==> src/hw/rtl/voxel_occupancy_map_neighbors_unit_assert.svh <==
// Assertion macros for the voxel occupancy map neighbours unit.
// Has no dependencies; the top level takes it in by include.
`ifndef VOXEL_OCCUPANCY_MAP_NEIGHBORS_UNIT_ASSERT_SVH
`define VOXEL_OCCUPANCY_MAP_NEIGHBORS_UNIT_ASSERT_SVH

// The consequent must hold in the same cycle as the antecedent.
`define VOMN_ASSERT_IMP(lbl, clk_s, rst_s, ante, cons, msg) \
	lbl: assert property (@(posedge clk_s) disable iff (!rst_s) (ante) |-> (cons)) \
		else $error(msg);

// The consequent must hold in the cycle after the antecedent.
`define VOMN_ASSERT_NXT(lbl, clk_s, rst_s, ante, cons, msg) \
	lbl: assert property (@(posedge clk_s) disable iff (!rst_s) (ante) |=> (cons)) \
		else $error(msg);

`endif

==> src/hw/rtl/vomn_mac.sv <==
// Shared multiply-add unit used for every index calculation.
// Has no dependencies; the result wraps at its width.
module vomn_mac #(
	parameter int W = 12
) (
	input  logic [W-1:0] a,
	input  logic [W-1:0] b,
	input  logic [W-1:0] c,
	input  logic         sub,
	output logic [W-1:0] y
);

	logic [2*W-1:0] prod;

	assign prod = a * b;
	assign y    = sub ? (prod[W-1:0] - c) : (prod[W-1:0] + c);

endmodule

==> config.mk <==
export PLATFORM = sky130hd
export DESIGN_NAME = vomn_mac
export DESIGN_NICKNAME = d
export VERILOG_FILES = /design/src/hw/rtl/voxel_occupancy_map_neighbors_unit_assert.svh /design/src/hw/rtl/vomn_mac.sv
export SDC_FILE = /design/constraint.sdc
export NUM_CORES = 1
export LEC_CHECK = 0
export ABC_AREA = 1
export BUFFER_PORTS_ARGS = -buffer_cell sky130_fd_sc_hd__buf_2
export CAP_MARGIN = 20
export CORE_ASPECT_RATIO = 1.4
export CORE_MARGIN = 2
export CORE_UTILIZATION = 49
export DETAILED_ROUTE_END_ITERATION = 7
export PLACE_DENSITY = 0.7
export SLEW_MARGIN = 5
export SYNTH_ARGS = -nofsm -noshare
export SYNTH_HDL_FRONTEND = slang
export SYNTH_SLANG_ARGS = --single-unit
==> constraint.sdc <==
create_clock -name vclk -period 8.5
set_input_delay 0.85 -clock vclk [all_inputs]
set_output_delay 0.85 -clock vclk [all_outputs]
set_load 0.03 [all_outputs]
# After elaboration in Yosys (flattened, before gate mapping)
# Index checks and enable logic that the tools add are counted.
[word_totals] output_inout_bits=12 inputBits=37 elab_cells=4 regBits=0
[classes] mul=1 n_mux=1 addsub=2
[ops] operator="adder 12 bit" count=1
[ops] operator="multiplier 12 x 12 -> 12 bit" count=1
[ops] operator="2-to-1 mux 12 bit" count=1
[ops] operator="subtractor 12 bit" count=1

# Logic depth before layout (Yosys ltp)
# Gate-level depths: netlist of the first run.
[logic_depth] word_depth=3 ltp_mapped=27 mapped_depth_nobuf=26

# Worst setup path after synthesis of the first run
# OpenSTA, ideal clock, no wires.
[synth_timing] path_type="input -> output" start="in a[0]" end="out y[10]" cell_stages=20 path_slack_ps=2266 arrival_time_ps=5384 path_cell_list="clkbuf_1 nand2_1 fa_1 inv_1 ha_1 fa_1 ha_1 inv_1 fa_1 inv_1 ha_1 a21oi_1 nand2_1 xor2_1 ha_1 nand2_1 o21ai_1 a21oi_1 o21ai_1 xor2_1"
[synth_between] elab_chain_cells=3 word_cells_on_any_way=4 classes_between="add/sub (2); mul (1); mux (1)"
[synth_rtl] item="from (decl)" line="vomn_mac.sv:6" text="input logic [W-1:0] a,"
[synth_rtl] item="multiplier 12 x 12 -> 12 bit *" line="vomn_mac.sv:15" text="assign prod = a * b;"
[synth_rtl] item="adder 12 bit or subtractor 12 bit (tied branches)" line="vomn_mac.sv:16" text="assign y = sub ? (prod[W-1:0] - c) : (prod[W-1:0] + c);"
[synth_rtl] item="2-to-1 mux 12 bit *" line="vomn_mac.sv:16"
[synth_rtl] item="to (decl)" line="vomn_mac.sv:10" text="output logic [W-1:0] y"
# Mark *: on every way between the ends. The rest lies on a longest branch, timed or not.

# Worst setup path in the final report of the first run
[layout_timing] start="in a[2]" end="out y[11]"
# Same word-level chain as after synthesis.

==> results of run 1 <==
-- Yosys cell counts, drive strengths merged --
| master | number | share of area (%) |
|---|---|---|
| nand2 | 167 | 21 |
| inv | 138 | 16 |
| ha | 41 | 16 |
| fa | 40 | 24 |
| nand3 | 26 | 4.7 |
| a21oi | 18 | 2.8 |
| xor2 | 18 | 5.0 |
| nor2 | 13 | 1.6 |
| o21ai | 10 | 1.5 |
| xnor2 | 9 | 3.0 |
| buf | 8 | 1.8 |
| clkbuf | 4 | 0.46 |
| nand3b | 3 | 0.69 |
| nor3 | 3 | 0.46 |
| o31ai | 2 | 0.46 |
| a31oi | 1 | 0.19 |
| nand4 | 1 | 0.19 |
| o221ai | 1 | 0.27 |
| or2 | 1 | 0.19 |
-- report_power, final --
part	internal, mW	switching (mW)	leakage (nW)
Clock	0	0	0
Sequential	0	0	0
Combinational	0.435	0.791	2.25
Total	0.435	0.791	2.25
-- worst max-delay path, delay by kind of cell --
| kind | cells | cell delay [ns] |
|---|---|---|
| simple gates | 6 | 0.46 |
| fa+ha+maj | 7 | 2.91 |
| compound gates | 4 | 0.74 |
| xor+xnor | 1 | 0.12 |
| buf+inv | 5 | 0.59 |
-- through the flow --
step | setup slack [ns] | cells | utilization [%] | cell area, um^2
3_5_place_dp | 1.97 | 615 | 54.2 | 3540
5_1_grt | 1.64 | 615 | 54.2 | 3540
6_report | 1.96 | 615 | 54.2 | 3540
2_1_floorplan | 2.27 | 504 | - | 3270
4_1_cts | 1.96 | 615 | 54.2 | 3540
3_3_place_gp | 2.03 | 615 | 54.2 | 3540
-- layout make-up --
| class | count | area [um^2] |
|---|---|---|
| timing repair buffer | 49 | 245 |
| fill | 639 | 2990 |
| inverter | 138 | 518 |
| multi-input combinational | 354 | 2680 |
| tap | 74 | 92.6 |
-- worst paths after layout --
check,to,slack (ns),depth (start not counted)
worst max-delay path,y[11],1.96,23
worst min-delay path,y[0],2.11,4
-- cell families after synthesis --
group                      count (synthesis)
and+or+nand+nor                          214
buffers and inverters                    150
adders and majority gates                 81
AOI/OAI and AO/OA                         32
xor gates and xnor gates                  27
-- layer usage --
layer	track usage [%]	vias to the layer above	wire length [um]
met5	0	-	0
met4	4.27	0	164
met3	0.100	15	141
met2	43.2	61	3980
met1	23.3	1370	2960
li1	-	1557	-
-- cells in the final DEF (no fill, tap or decap), drive strengths merged --
master,n
inv,138
nor3,3
o31ai,2
or2,1
a21oi,18
buf,49
xnor2,9
nand2,167
nand3b,3
nand4,1
nand3,26
o21ai,10
nor2,13
o221ai,1
xor2,18
ha,41
a31oi,1
fa,40
==> flow_summary_export.csv, run 1 <==
group,metric,value,unit
setup_path,cpMaxStageDelayCell,"fa_1",
synth,ys_types,29,
setup_path,crit_path_max_fanout,11,
synth,synth_compound_area_share,5.20,%
cts,post_cts_buffers,0,
placement,dp_hpwl,6550,um
route,routed_wl,7240,um
setup_path,cpMostUsedCell,"nand2_1",
synth,syn_area,0.00327,mm^2
finish,drive_above_1_share,14.2,%
placement,gp_congestion,0.873,
setup_path,crit_start,"a[2]",
timing,setup_viol,0,
timing,max-slew-margin-rel,74.0,%
setup_path,critical_path_class,"primary input to output pin",
timing,max_slew.worst_pin.slew,0.386,ns
synth,synth_fp_nets,622,
floorplan,io_pins,49,
floorplan,core_area,0.00653,mm^2
setup_path,required,7.65,ns
floorplan,rows,35,
synth,yosysSeqAreaShare,0,%
global_routing,antenna_found_initial,0,
synth,synthSimpleGateAreaFrac,28.5,%
finish,layout.nets,661,
global_routing,grt_max_degree,14,
route,drtIter0Drc,71,
global_routing,grt_util_all_layers,21.0,%
global_routing,grt-ovfl-total,0,
route,avgRoutedWirePerCell,11.8,um
synth,avgSynthCellArea,6.49,um^2
cts,ctsResizeCount,0,
finish,clkbuf_count,0,
floorplan,dieArea,0.00736,mm^2
timing,maxSlewViolCount,0,
route,drtAntennaViolNets,0,
finish,nFlopsAndLatches,0,
timing,fmax,0.153,GHz
synth,synth_top_family_by_area,"adder cells",
synth,muxShareOfSynthArea,0,%
outcome,status,"complete, no violations",
min_path,min_from,"c[0]",
min_path,hold_class,"primary input to output pin",
pwr,peakVddDrop,0.319,mV
floorplan,start_util,50.2,%
route,vias,3003,
timing,rsz0062_at_grt,"false",
pwr,powerDensity,347,mW/mm^2
route,viasPerCell,4.88,
timing,fin_setup_tns,0,ns
synth,yosys_warnings,0,
synth,netlist_instances,504,
global_routing,grt_pass1_wl,12700,um
setup_path,arrival,5.69,ns
timing,hold_ws,2.11,ns
pwr,total_power,1.23,mW
route,dr.pass1.iters,4,
setup_path,slowest_delay,0.54,ns
global_routing,grt_pass1_vias,3114,
setup_path,path_cells,"buf_2 -> nand2_1 -> inv_1 -> fa_1 -> ha_1 -> fa_1 -> inv_1 -> fa_1 -> fa_1 -> inv_1 -> ha_1 -> nand2_1 -> o21ai_0 -> xor2_1 -> ha_1 -> a21oi_1 -> o21ai_1 -> nand2_1 -> nand2_1 -> a21oi_1 -> nand3_1 -> nand2_1 -> buf_2",
setup_path,worstSetupEndpointType,"output pin",
floorplan,die_w,73.1,um
route,drcViolationCount,0,
timing,fin_crit_sh,76.9,%
floorplan,die-height,101,um
finish,antenna_cells,0,
timing,hold_viol,0,
cts,ctsHoldBuffers,0,
synth,synth-adder-area-share,40.1,%
synth,synth-xor-area-share,8.03,%
finish,area.sequential,0,um^2
timing,fin_crit,6.54,ns
setup_path,cp-start-kind,"primary input",
pwr,leakage,2.25,nW
placement,portBuffers,49,
flow_run,drv_cap,0,
finish,area_growth_syn_to_layout,8.03,%
Note: power is estimated with default switching activity, not from simulation.
==> run 2: changes to the inputs <==
==> constraint.sdc (replaced) <==
create_clock -name vclk -period 6.7
set_input_delay 0.67 -clock vclk [all_inputs]
set_output_delay 0.67 -clock vclk [all_outputs]
set_load 0.03 [all_outputs]
==> flow_summary_export.csv, run 2 (synthesized netlist as in run 1, its figures left out) <==
group,metric,value,unit
outcome,status,"complete, no violations",
floorplan,core_area,0.00653,mm^2
timing,max_slew.worst_pin.slew,0.324,ns
cts,ctsHoldBuffers,0,
placement,dp_hpwl,6600,um
placement,portBuffers,49,
finish,nFlopsAndLatches,0,
setup_path,arrival,5.49,ns
floorplan,die-height,101,um
route,avgRoutedWirePerCell,11.9,um
global_routing,grt_pass1_wl,13400,um
timing,timing.final.ws_setup,0.536,ns
global_routing,grt_util_all_layers,22.5,%
placement,gp_congestion,0.856,
setup_path,cp-start-kind,"primary input",
global_routing,grt_pass1_vias,3180,
finish,area_growth_syn_to_layout,8.26,%
finish,layout_common_cells,"nand2_1 (153), inv_1 (133), buf_2 (49)",
finish,layout.nets,662,
pwr,leakage,2.26,nW
floorplan,io_pins,49,
min_path,hold_depth,4,
flow_run,drv_cap,0,
finish,fillers,633,
min_path,hold_class,"primary input to output pin",
finish,clkbuf_count,0,
setup_path,crit_path_max_fanout,9,
timing,maxSlewViolCount,0,
global_routing,grt-ovfl-total,0,
route,drtAntennaViolNets,0,
timing,fmax,0.162,GHz
floorplan,dieArea,0.00736,mm^2
timing,hold_viol,0,
pwr,powerDensity,444,mW/mm^2
timing,fin_setup_tns,0,ns
route,drcViolationCount,0,
route,viasPerCell,4.92,
cts,ctsResizeCount,0,
timing,fin_crit_sh,92.0,%
placement,dpl_worst_slack,0.526,ns
timing,rsz0062_at_grt,"false",
floorplan,rows,35,
finish,drive_above_1_share,14.4,%
setup_path,worstSetupEndpointType,"output pin",
placement,dp.cells,616,
route,dr.pass1.iters,4,
finish,fin_util,54.3,%
timing,max-slew-margin-rel,78.2,%
finish,antenna_cells,0,
floorplan,die_w,73.1,um
setup_path,required,6.03,ns
route,vias,3029,
timing,setup_viol,0,
pwr,peakVddDrop,0.379,mV
route,drtIter0Drc,81,
pwr,total_power,1.57,mW
finish,fin_cells,616,
floorplan,start_util,50.2,%
finish,area.sequential,0,um^2
timing,fin_crit,6.16,ns
global_routing,antenna_found_initial,0,
finish,final_common_cell,"nand2_1",
route,routed_wl,7360,um
global_routing,grt_max_degree,14,
setup_path,critical_path_class,"primary input to output pin",
cts,post_cts_buffers,0,
## run 2: area by class of cell
type	instances	area, um^2	share of cell area (%)
inverters	138	518	14.6
multi-input cells	354	2680	75.6
repair buffers	50	253	7.13
well taps	74	92.6	2.61
## run 2: critical path, stage by stage
cell	delay, ns
buf_2	0.21
nand2_1	0.11
fa_1	0.52
fa_1	0.52
inv_1	0.04
ha_1	0.31
fa_1	0.53
inv_1	0.05
fa_1	0.53
inv_1	0.04
ha_1	0.36
a21oi_1	0.22
o221ai_1	0.18
xor2_1	0.18
ha_1	0.35
nand2_1	0.08
nand2_1	0.05
a21oi_1	0.17
nand3_1	0.10
nand2_1	0.08
buf_2	0.19
## run 2: through the flow
step / hold slack [ns] / cell area [um^2]
global route: 1.78 / 3540
CTS: 1.75 / 3540
finish: 1.75 / 3540
global placement: 1.75 / 3540
floorplan: 1.56 / 3270
detailed placement: 1.74 / 3540
## run 2: path summary, 6_finish.rpt
path | end | slack [ns] | from
min | y[0] | 1.75 | c[0]
max | y[11] | 0.54 | a[3]
## run 2: routing by layer
metal	share of wire (%)	global-route usage, %
met1	40	25.2
met2	55	45.0
met3	2.3	0.400
met4	2.9	5.84
met5	0	0
## run 2: power breakdown
group,internal (mW),switching (mW),leakage [nW]
logic,0.553,1.02,2.26
clock network,0,0,0
registers,0,0,0
total,0.553,1.02,2.26
